## config.mk

```make
export PLATFORM = sky130hd
export DESIGN_NAME = positional_list_store
export DESIGN_NICKNAME = d
export VERILOG_FILES = /design/src/hw/rtl/pls_pkg.sv /design/src/hw/rtl/positional_list_store.sv
export SDC_FILE = /design/constraint.sdc
export NUM_CORES = 1
export LEC_CHECK = 0
export BUFFER_PORTS_ARGS = -buffer_cell sky130_fd_sc_hd__buf_2
export CAP_MARGIN = 20
export CORE_UTILIZATION = 30
export DETAILED_ROUTE_END_ITERATION = 16
export PLACE_DENSITY = 0.41
export SETUP_SLACK_MARGIN = 0.1
export SYNTH_ARGS = -nofsm -noshare
export SYNTH_HDL_FRONTEND = slang
export SYNTH_SLANG_ARGS = --single-unit
```

## constraint.sdc

```tcl
create_clock -name aclk -period 4.8 [get_ports aclk]
set_input_delay 0.72 -clock aclk [delete_from_list [all_inputs] [get_ports aclk]]
set_output_delay 0.72 -clock aclk [all_outputs]
set_load 0.05 [all_outputs]
```

## src/hw/rtl/pls_pkg.sv

```systemverilog
// Types and constants shared by the positional list store.
package pls_pkg;

    localparam int unsigned OP_W    = 3;
    localparam int unsigned VALUE_W = 32;
    localparam int unsigned POS_W   = 8;
    localparam int unsigned STAT_W  = 2;
    localparam int unsigned LEN_W   = 5;

    // Request codes; code 7 is unused and answers with the current length.
    typedef enum logic [OP_W-1:0] {
        OP_INS_FIRST = 3'd0,
        OP_INS_LAST  = 3'd1,
        OP_INS_AT    = 3'd2,
        OP_DEL_FIRST = 3'd3,
        OP_DEL_LAST  = 3'd4,
        OP_DEL_AT    = 3'd5,
        OP_DUMP      = 3'd6
    } op_t;

    typedef enum logic [STAT_W-1:0] {
        ST_OK     = 2'd0,
        ST_EMPTY  = 2'd1,
        ST_FULL   = 2'd2,
        ST_BADPOS = 2'd3
    } status_t;

    // Sequencer states.
    typedef enum logic [2:0] {
        S_IDLE,
        S_MOVE,
        S_DRAIN,
        S_INSW,
        S_RESP,
        S_DREAD,
        S_DEMIT
    } state_t;

    typedef struct packed {
        logic [OP_W-1:0]           op;
        logic signed [VALUE_W-1:0] value;
        logic [POS_W-1:0]          position;
    } in_t;

    typedef struct packed {
        logic [STAT_W-1:0]         status;
        logic signed [VALUE_W-1:0] entry_value;
        logic [LEN_W-1:0]          length;
        logic                      last;
    } out_t;

endpackage

```

## src/hw/rtl/positional_list_store.sv

```systemverilog
// Positional list store: ordered entry memory with shift-based insert and delete.
//
// Usage: one request per input transaction on s_valid/s_ready/s_data (op, value,
// position). Inserts and deletes give one result transaction; dump gives one
// result per stored entry, first to last, with last set on the final one (an
// empty dump gives a single EMPTY result). Results leave on m_valid/m_ready/
// m_data through an output register.
// Timing: an insert or delete shifts the entries behind its position one at a
// time, reading one and writing the one read before, then writes the last one
// read; an insert then writes its own entry. Only then is the result loaded. The
// cost is set by the single entry memory: one read and one write per cycle, so one
// entry moves per cycle. Dump reads each entry through the registered read port,
// then emits it, and waits while the output stalls. s_ready is high
// only while the sequencer is idle, so one request is in work at a time.
// Reset: aresetn (synchronous, active low) empties the store and the output
// register; the memory contents are not cleared and are never read unwritten.
// Stall: while m_ready is low a pending result holds, and the sequencer waits
// before loading the next one; nothing is lost.
module positional_list_store #(
    parameter int unsigned DEPTH = 16
) (
    input  logic          aclk,
    input  logic          aresetn,
    input  logic          s_valid,
    output logic          s_ready,
    input  pls_pkg::in_t  s_data,
    output logic          m_valid,
    input  logic          m_ready,
    output pls_pkg::out_t m_data
);
    import pls_pkg::*;

    localparam int unsigned AW = $clog2(DEPTH);
    localparam int unsigned CW = $clog2(DEPTH + 1);

    // Entry memory: one write port, one registered read port.
    logic signed [VALUE_W-1:0] mem [DEPTH];
    logic signed [VALUE_W-1:0] rd_data_reg;
    logic [AW-1:0]             rd_addr;
    logic                      mem_we;
    logic [AW-1:0]             mem_wa;
    logic signed [VALUE_W-1:0] mem_wd;

    state_t state_reg, state_next;
    logic [CW-1:0]             count_reg, count_next;
    logic [OP_W-1:0]           op_reg, op_next;
    logic signed [VALUE_W-1:0] value_reg, value_next;
    logic [STAT_W-1:0]         status_reg, status_next;
    logic [AW-1:0]             idx_reg, idx_next;
    logic [AW-1:0]             w_reg, w_next;
    logic [AW-1:0]             end_reg, end_next;
    logic [AW-1:0]             d_reg, d_next;
    logic                      pend_reg, pend_next;
    logic [AW-1:0]             pend_addr_reg, pend_addr_next;
    logic                      out_valid_reg, out_valid_next;
    out_t                      out_reg, out_next;

    logic                      accept;
    logic                      out_free;
    logic                      is_ins, is_del, reg_ins, reg_del;
    logic                      pos_ok;
    logic [POS_W-1:0]          pos_m1;
    logic [AW-1:0]             dec_idx;
    logic [AW-1:0]             cnt_m1;
    logic                      move_dir_up;
    logic                      dump_last;

    assign s_ready  = (state_reg == S_IDLE);
    assign accept   = s_valid && s_ready;
    assign out_free = !out_valid_reg || m_ready;
    assign m_valid  = out_valid_reg;
    assign m_data   = out_reg;

    // Request decode against the current length.
    assign is_ins  = (s_data.op == OP_INS_FIRST) || (s_data.op == OP_INS_LAST)
                  || (s_data.op == OP_INS_AT);
    assign is_del  = (s_data.op == OP_DEL_FIRST) || (s_data.op == OP_DEL_LAST)
                  || (s_data.op == OP_DEL_AT);
    assign reg_ins = (op_reg == OP_INS_FIRST) || (op_reg == OP_INS_LAST)
                  || (op_reg == OP_INS_AT);
    assign reg_del = (op_reg == OP_DEL_FIRST) || (op_reg == OP_DEL_LAST)
                  || (op_reg == OP_DEL_AT);
    assign pos_ok  = (s_data.position != '0)
                  && (s_data.position <= POS_W'(count_reg));
    assign pos_m1  = s_data.position - POS_W'(1);
    assign cnt_m1  = AW'(count_reg - CW'(1));
    assign move_dir_up = reg_del;
    assign dump_last   = (CW'(d_reg) == (count_reg - CW'(1)));

    always_comb begin
        dec_idx = '0;
        priority case (1'b1)
            s_data.op == OP_INS_LAST:  dec_idx = AW'(count_reg);
            s_data.op == OP_DEL_LAST:  dec_idx = cnt_m1;
            s_data.op == OP_INS_AT,
            s_data.op == OP_DEL_AT:    dec_idx = count_reg == '0 ? '0 : AW'(pos_m1);
            default:                   dec_idx = '0;
        endcase
    end

    // Next-state logic.
    always_comb begin
        state_next = state_reg;
        unique case (state_reg)
            S_IDLE: begin
                if (accept) begin
                    if (is_ins) begin
                        if (count_reg == CW'(DEPTH)) begin
                            state_next = S_RESP;
                        end else if (count_reg != '0 && s_data.op == OP_INS_AT && !pos_ok) begin
                            state_next = S_RESP;
                        end else if (CW'(dec_idx) < count_reg) begin
                            state_next = S_MOVE;
                        end else begin
                            state_next = S_INSW;
                        end
                    end else if (is_del) begin
                        if (count_reg != '0 && !(s_data.op == OP_DEL_AT && !pos_ok)
                                && (CW'(dec_idx) + CW'(1) < count_reg)) begin
                            state_next = S_MOVE;
                        end else begin
                            state_next = S_RESP;
                        end
                    end else if (s_data.op == OP_DUMP && count_reg != '0) begin
                        state_next = S_DREAD;
                    end else begin
                        state_next = S_RESP;
                    end
                end
            end
            S_MOVE: begin
                if (w_reg == end_reg) begin
                    state_next = S_DRAIN;
                end
            end
            S_DRAIN: state_next = reg_ins ? S_INSW : S_RESP;
            S_INSW:  state_next = S_RESP;
            S_RESP: begin
                if (out_free) begin
                    state_next = S_IDLE;
                end
            end
            S_DREAD: state_next = S_DEMIT;
            S_DEMIT: begin
                if (out_free) begin
                    state_next = dump_last ? S_IDLE : S_DREAD;
                end
            end
            default: state_next = S_IDLE;
        endcase
    end

    // Datapath and output control.
    always_comb begin
        count_next     = count_reg;
        op_next        = op_reg;
        value_next     = value_reg;
        status_next    = status_reg;
        idx_next       = idx_reg;
        w_next         = w_reg;
        end_next       = end_reg;
        d_next         = d_reg;
        pend_next      = 1'b0;
        pend_addr_next = pend_addr_reg;
        out_valid_next = out_valid_reg && !m_ready;
        out_next       = out_reg;
        mem_we         = 1'b0;
        mem_wa         = pend_addr_reg;
        mem_wd         = rd_data_reg;
        rd_addr        = d_reg;
        unique case (state_reg)
            S_IDLE: begin
                if (accept) begin
                    op_next    = s_data.op;
                    value_next = s_data.value;
                    idx_next   = dec_idx;
                    d_next     = '0;
                    status_next = ST_OK;
                    if (is_ins) begin
                        if (count_reg == CW'(DEPTH)) begin
                            status_next = ST_FULL;
                        end else if (count_reg != '0 && s_data.op == OP_INS_AT && !pos_ok) begin
                            status_next = ST_BADPOS;
                        end
                        w_next   = cnt_m1;
                        end_next = dec_idx;
                    end else if (is_del) begin
                        if (count_reg == '0) begin
                            status_next = ST_EMPTY;
                        end else if (s_data.op == OP_DEL_AT && !pos_ok) begin
                            status_next = ST_BADPOS;
                        end
                        w_next   = dec_idx + AW'(1);
                        end_next = cnt_m1;
                    end else if (s_data.op == OP_DUMP && count_reg == '0) begin
                        status_next = ST_EMPTY;
                    end
                end
            end
            S_MOVE: begin
                // Read one source entry; write the one read last cycle.
                rd_addr        = w_reg;
                mem_we         = pend_reg;
                pend_next      = 1'b1;
                pend_addr_next = move_dir_up ? w_reg - AW'(1) : w_reg + AW'(1);
                w_next         = move_dir_up ? w_reg + AW'(1) : w_reg - AW'(1);
            end
            S_DRAIN: begin
                mem_we = 1'b1;
            end
            S_INSW: begin
                mem_we = 1'b1;
                mem_wa = idx_reg;
                mem_wd = value_reg;
            end
            S_RESP: begin
                if (out_free) begin
                    if (status_reg == ST_OK && reg_ins) begin
                        count_next = count_reg + CW'(1);
                    end else if (status_reg == ST_OK && reg_del) begin
                        count_next = count_reg - CW'(1);
                    end
                    out_valid_next     = 1'b1;
                    out_next.status    = status_reg;
                    out_next.entry_value = '0;
                    out_next.length    = LEN_W'(count_next);
                    out_next.last      = 1'b1;
                end
            end
            S_DREAD: begin
                rd_addr = d_reg;
            end
            S_DEMIT: begin
                if (out_free) begin
                    out_valid_next       = 1'b1;
                    out_next.status      = ST_OK;
                    out_next.entry_value = rd_data_reg;
                    out_next.length      = LEN_W'(count_reg);
                    out_next.last        = dump_last;
                    d_next               = d_reg + AW'(1);
                end
            end
            default: begin
            end
        endcase
    end

    // Control registers.
    always_ff @(posedge aclk) begin
        if (!aresetn) begin
            state_reg     <= S_IDLE;
            count_reg     <= '0;
            pend_reg      <= 1'b0;
            out_valid_reg <= 1'b0;
        end else begin
            state_reg     <= state_next;
            count_reg     <= count_next;
            pend_reg      <= pend_next;
            out_valid_reg <= out_valid_next;
        end
    end

    // Payload registers.
    always_ff @(posedge aclk) begin
        op_reg        <= op_next;
        value_reg     <= value_next;
        status_reg    <= status_next;
        idx_reg       <= idx_next;
        w_reg         <= w_next;
        end_reg       <= end_next;
        d_reg         <= d_next;
        pend_addr_reg <= pend_addr_next;
        out_reg       <= out_next;
    end

    // Entry memory ports.
    always_ff @(posedge aclk) begin
        if (mem_we) begin
            mem[mem_wa] <= mem_wd;
        end
        rd_data_reg <= mem[rd_addr];
    end

endmodule

```

**Word level (Yosys, flattened, before mapping)**

Memories as Yosys holds them, arrays and structs flattened. A register that Yosys moved wholly into a read port is not among the register bits.
Index checks and enable logic that the tools add are counted.

- $add $sub $neg: 8
- Magnitude comparators: 3
- Equal/unequal tests: 25
- Mux-type cells: 50
- Reductions and logical operators: 46

Operators by type and width:

| operator | number |
|---|---|
| $mux 40 | 2 |
| $pmux 40 s2 | 1 |
| $mux 4 | 15 |
| $mux 3 | 11 |
| $mux 32 | 1 |
| $eq 3x3->1 const B | 8 |
| $pmux 3 s7 | 1 |
| $eq 3x2->1 const B | 6 |
| $pmux 4 s2 | 2 |
| $mux 2 | 7 |
| $add 4x1->4 const B | 3 |
| $logic_and 1x1->1 | 12 |
| $reduce_and 3->1 | 4 |
| $mux 5 | 2 |
| $eq 3x1->1 const B | 3 |
| $logic_not 3->1 | 3 |
| $logic_or 1x1->1 | 9 |
| $le 8x5->1 | 1 |
| $reduce_bool 2->1 | 4 |
| $reduce_bool 8->1 | 1 |
| $sub 4x1->4 const B | 2 |
| $mux 1 | 7 |
| $ne 2x2->1 const B | 3 |
| $reduce_or 2->1 | 3 |
| other kinds (17) | 21 |

- Bits in registers: 107
- Memory bits (writable): 512
- Input bits: 47
- Output and inout port bits: 42
- Word-level logic and storage cells: 149
- Memories kept: 1

Memory list:

| name | depth | width | read ports | clocked after memory_dff | write ports | RTL line | source |
|---|---|---|---|---|---|---|---|
| mem | 16 | 32 | 1 | 1 | 1 | positional_list_store.sv:37 | `logic signed [VALUE_W-1:0] mem [DEPTH];` |

**Logic depth before layout (Yosys ltp)**

- Depth in word-level cells: 13
- Gate-level depth with buffers: 16
- Depth with buffers taken out: 15

**Worst setup path after synthesis**

Ideal clock, no wire load.

- Kind: register -> register
- From: reg count_reg[0]
- To: reg state_reg[2]
- Library setup time: 0.117 ns
- Arrival time: 3.709 ns
- Data required time: 4.683 ns
- Path slack: 0.974 ns
- Stages on the path, launching flop included: 17
- Buffers on the path: 1
- Clock period less this slack: 3.826 ns
- Cell sequence: dfxtp_1 > clkbuf_1 > inv_1 > ha_1 > nor4b_2 > nor4_1 > nor3_1 > inv_1 > ha_1 > xnor2_1 > ha_1 > a211oi_1 > nor2_1 > or4_1 > a21oi_1 > o2111ai_1 > a22o_1

- Cells in the longest elaborated chain, start to end: 13
- Elaborated cells between the ends (all ways): 29
- Classes of those cells: add/sub: 2; order compare: 2; eq/ne: 2; mux: 13; reduce/logical: 10

Ends and longest elaborated chain:

| what | RTL line | source |
|---|---|---|
| start, declared | positional_list_store.sv:45 | `logic [CW-1:0] count_reg, count_next;` |
| start signal, assigned | positional_list_store.sv:257 | `count_reg <= count_next;` |
| parallel branches: the longest is 4 deep, another holds $sub 5x1->5 | - |  |
| $mux 4 (*) | positional_list_store.sv:92 | `priority case (1'b1)` |
| net dec_idx[0] | positional_list_store.sv:63 | `logic [AW-1:0] dec_idx;` |
| $add 4x1->5 (*) | positional_list_store.sv:119 | `&& (CW'(dec_idx) + CW'(1) < count_reg)) begin` |
| $lt 5x5->1 (*) | positional_list_store.sv:119 |  |
| $logic_and 1x1->1 (*) | positional_list_store.sv:119 |  |
| $mux 3 (*) | positional_list_store.sv:118 | `if (count_reg != '0 && !(s_data.op == OP_DEL_AT && !pos_ok)` |
| $mux 3 (*) | positional_list_store.sv:117 | `end else if (is_del) begin` |
| $mux 3 (*) | positional_list_store.sv:107 | `if (is_ins) begin` |
| $mux 3 (*) | positional_list_store.sv:106 | `if (accept) begin` |
| $pmux 3 s7 (*) | positional_list_store.sv:104 | `unique case (state_reg)` |
| end signal, assigned | positional_list_store.sv:256 | `state_reg <= state_next;` |
| end, declared | positional_list_store.sv:44 | `state_t state_reg, state_next;` |

Mark *: on every way through the listed nets, which the timed path passes. The select of a mux whose other input is x is not followed.
A chain may end at the register's enable or synchronous reset.

**Worst setup path after layout**

- From: reg count_reg[1]
- To: reg state_reg[2]

- Cells in the longest elaborated chain, start to end: 13
- Elaborated cells between the ends (all ways): 29
- Classes of those cells: add/sub: 2; order compare: 2; eq/ne: 2; mux: 13; reduce/logical: 10

Ends and longest elaborated chain:

| what | RTL line | source |
|---|---|---|
| $logic_not 5->1 | positional_list_store.sv:96 | `s_data.op == OP_DEL_AT: dec_idx = count_reg == '0 ? '0 : AW'(pos_m1);` |
| $mux 4 | positional_list_store.sv:96 |  |
| $mux 4 (3 in series) | positional_list_store.sv:92 |  |
| net dec_idx[0] | positional_list_store.sv:63 |  |
| $add 4x1->5 | positional_list_store.sv:119 |  |
| $lt 5x5->1 | positional_list_store.sv:119 |  |
| $logic_and 1x1->1 | positional_list_store.sv:119 |  |
| $mux 3 | positional_list_store.sv:118 |  |
| $mux 3 | positional_list_store.sv:117 |  |
| $mux 3 | positional_list_store.sv:107 |  |
| $mux 3 | positional_list_store.sv:106 |  |
| $pmux 3 s7 | positional_list_store.sv:104 |  |

The timed path passes the listed nets, and every way through them passes these cells. The select of a mux whose other input is x is not followed.

==> summary.txt <==
Status
  – Status: finished, final reports clean

Critical path
  – Timing endpoint of the critical path: state_reg[2]
  – WP data required: approximately 5.3 ns
  – CP max FO: 10
  – Worst reg2reg path depth: 15
  – Crit end category: flop
  – Arr. time, crit path: 4.73 ns
  – Crit Reg-Reg Startpoint: count_reg[1]
  – R2R Path End: state_reg[2]
  – Kind of start point of the critical path: flop
  – Worst Setup Path Type: reg -> reg
  – Reg2reg setup slack: 0.58 ns
  – Setup crit start: count_reg[1]

Global route
  – Largest net degree at the start of global routing: between 60 and 70
  – Grt total ovfl: 0
  – Initial antenna violation count: 1
  – Number of global-route vias before repair: 13,600
  – First-pass GRT wire length: 93,800 microns
  – Total track usage: 0.150

Clocking
  – Number of hold buffers added after cts: 0
  – CTS Sinks: 651
  – CTS tree: yes
  – Clk_lat worst skew: 0.61 ns
  – H-tree depth: 3
  – CTS clk-pin slew, worst paths: 0.06 ns
  – Deepest clock path buffer count: 3
  – CTS root buf: clkbuf_16
  – TritonCTS buffer count: between 70 and 80

Routing
  – Vias: around 13,000
  – Final WL: around 63,000 microns
  – Per-cell routed wire length: 23.8 microns
  – Initial detailed-routing violation count: 775
  – Residual DRC: 0
  – Drt pass-1 iters: 5
  – DR vias/cell: ~4.7
  – Final ANT Viol Nets: 0

Synthesis
  – Gate Count Post-Synth: roughly 1,300
  – Number of synthesized register bits: between 600 and 700
  – Synth area leader: edfxtp_1
  – Seq/Total Area, Yosys: 0.749
  – Area contributors post-synth: edfxtp_1 72%, mux4_2 11%, dfxtp_1 3.3%, a22oi_1 1.9%, mux2_2 1.5%
  – Top FF cell, synth: edfxtp_1
  – Mapped Nets: 1,395
  – Syn Std Cell Area: around 26,000 sq um
  – Avg Cell Area, Syn: 19.2 sq um
  – Yosys warns: 0
  – Area fraction of the dominant cell type after synthesis: 0.716
  – Netlist cell types: 61
  – FFs w/ async S/R, synth: 0
  – Post-synth EDFFs: ~610

STA
  – Final hold vios: 0
  – Fmax: 237 MHz
  – Setup violators final: 0
  – Clock skew: 0.0270 ns
  – Max Transition Viols Final: 0
  – PnR worst setup slack: just under 0.6 ns
  – RSZ-0062 raised after global routing: no
  – Sum Neg Setup Slack: 0 ns
  – Slew margin rel.: 0.270
  – Tmin final: 4.22 ns
  – Final period util: 0.880
  – Slew at the pin with the worst max-slew slack: approximately 1.1 ns

Hold path
  – Class of the worst hold path: in -> reg
  – Hold depth: 1

Finish
  – Finished Cell Area: 30,200 sq um
  – Largest Register: mem
  – N_diodes: 0
  – Layout area overhead: 18.5%
  – Max reg flops: 512
  – Final nets: about 1,500
  – Layout cells sized above 1: 0.285

Pwr
  – Leakage: 0.00993 uW
  – Max rail drop VDD: 0.000236 V
  – Power per standard cell area: about 550 nW/um^2

Die
  – Cell row count: between 100 and 150
  – Die area: 86,300 sq um
  – Initial core utilization: 0.304
  – Io pins: 89
  – Die Ht: 294 microns
  – Die width: about 290 microns
  – Area of the core: 84,000 sq um

Run
  – Maxcap violations: 0

Placement
  – Worst slack at placement: 0.369 ns
  – DP Wirelength: 36,200 microns
  – Buffers on Ports: 88
  – GP Congestion: about 0.8
  – Post-place instance area: 27,800 sq um
==> worst max-delay path, stage by stage, from the launching register on <==
cell and delay (ns):
dfxtp_1 0.31, inv_1 0.20, ha_1 0.24, nor4b_4 0.50, nor4_1 0.11, nor3_1 0.52
inv_1 0.12, ha_1 0.23, xnor2_1 0.24, ha_1 0.29, a211oi_1 0.24, nor2_1 0.08
or4_1 0.47, a21oi_1 0.20, o2111ai_1 0.14, a22o_1 0.21
==> worst min path at each step <==
stage              startpoint            end  slack (ns)
2_1_floorplan  rd_data_reg[4]     m_data[10]        0.50
3_3_place_gp   rd_data_reg[3]      m_data[9]        0.51
3_5_place_dp   rd_data_reg[1]      m_data[7]        0.52
4_1_cts            s_data[25]  value_reg[17]        0.23
5_1_grt            s_data[27]  value_reg[19]        0.24
6_report           s_data[25]  value_reg[17]        0.28
==> kinds of logic after synthesis <==
group,after synthesis,synth area share
XOR/XNOR,27,0.00980
multiplexers,176,0.133
buffers and inverters,92,0.0150
AND/OR/NAND/NOR,207,0.0403
adder cells (fa/ha/maj),20,0.00980
AO/OA/AOI/OAI,155,0.0424
flip-flops,651,0.749
==> cells in the final DEF, fill, tap and decap left out, types with 5 or more instances in the layout <==
cell type  count
xor2_1         9
clkbuf_16     80
clkinv_2      16
edfxtp_1     609
and2_1        38
nor2b_1        7
clkbuf_1      19
nor2_4        22
a211oi_1      11
ha_1          20
buf_2         88
buf_12        12
buf_4         29
dfxtp_1       42
a21oi_1       25
clkinv_1      10
xnor2_1       17
mux2_2        35
a31oi_1        6
inv_1         24
nor3_1        10
nor2_1        28
bufinv_16      5
a22oi_1       66
nand2b_1       9
nand3_1        5
mux2i_1       11
o21ai_0       14
mux4_2       128
nand2_1       63
clkbuf_8       5
==> power by group <==
part,internal (uW),switching [uW]
registers,7310,222
logic,1210,2190
clock network,3400,2300
total,11900,4710
==> repair_timing <==
action | CTS | global route
resized for setup | 0 | 1
endpoints found under the hold margin | 0 | 0
buffers inserted | 0 | 0
setup endpoints to repair | 0 | 2
==> cells in the mapped netlist (10+ instances only) <==
cell / count
mux4_2: 128
nor2_1: 50
a211oi_1: 11
dfxtp_1: 42
mux2_2: 35
edfxtp_1: 609
ha_1: 20
nand2_1: 63
a22oi_1: 66
nor3_1: 10
buf_2: 18
clkbuf_1: 41
a21oi_1: 25
inv_1: 25
xnor2_1: 17
o21ai_0: 14
and2_1: 38
mux2i_1: 13
==> area by class of cell <==
class | instances | area, sq um
clock inverters | 37 | 335
inverters | 25 | 93.8
repair buffers | 129 | 898
multi-input cells | 585 | 6220
clock buffers | 104 | 2140
fillers | 7803 | 53700
well taps | 1134 | 1420
flip-flops and latches | 651 | 19100
==> layer usage <==
layer,part of all wire,vias to the layer above,track usage
met5,0,-,0
met4,0.018,0,0.0431
met3,0.039,81,0.0236
met2,0.49,236,0.248
met1,0.46,6621,0.204
li1,-,5670,-
==> per-stage QoR <==
step / hold slack (ns) / util / std cells / total power (uW)
final: 0.282 / 0.360 / 2665 / 16600
after CTS: 0.235 / 0.360 / 2665 / 16900
after detailed placement: 0.518 / 0.331 / 2524 / 11200
after floorplan: 0.500 / - / 1328 / 9920
after global routing: 0.244 / 0.360 / 2665 / 17400
after global placement: 0.514 / 0.331 / 2524 / 11100
Note: power is estimated with default switching activity, not from simulation.
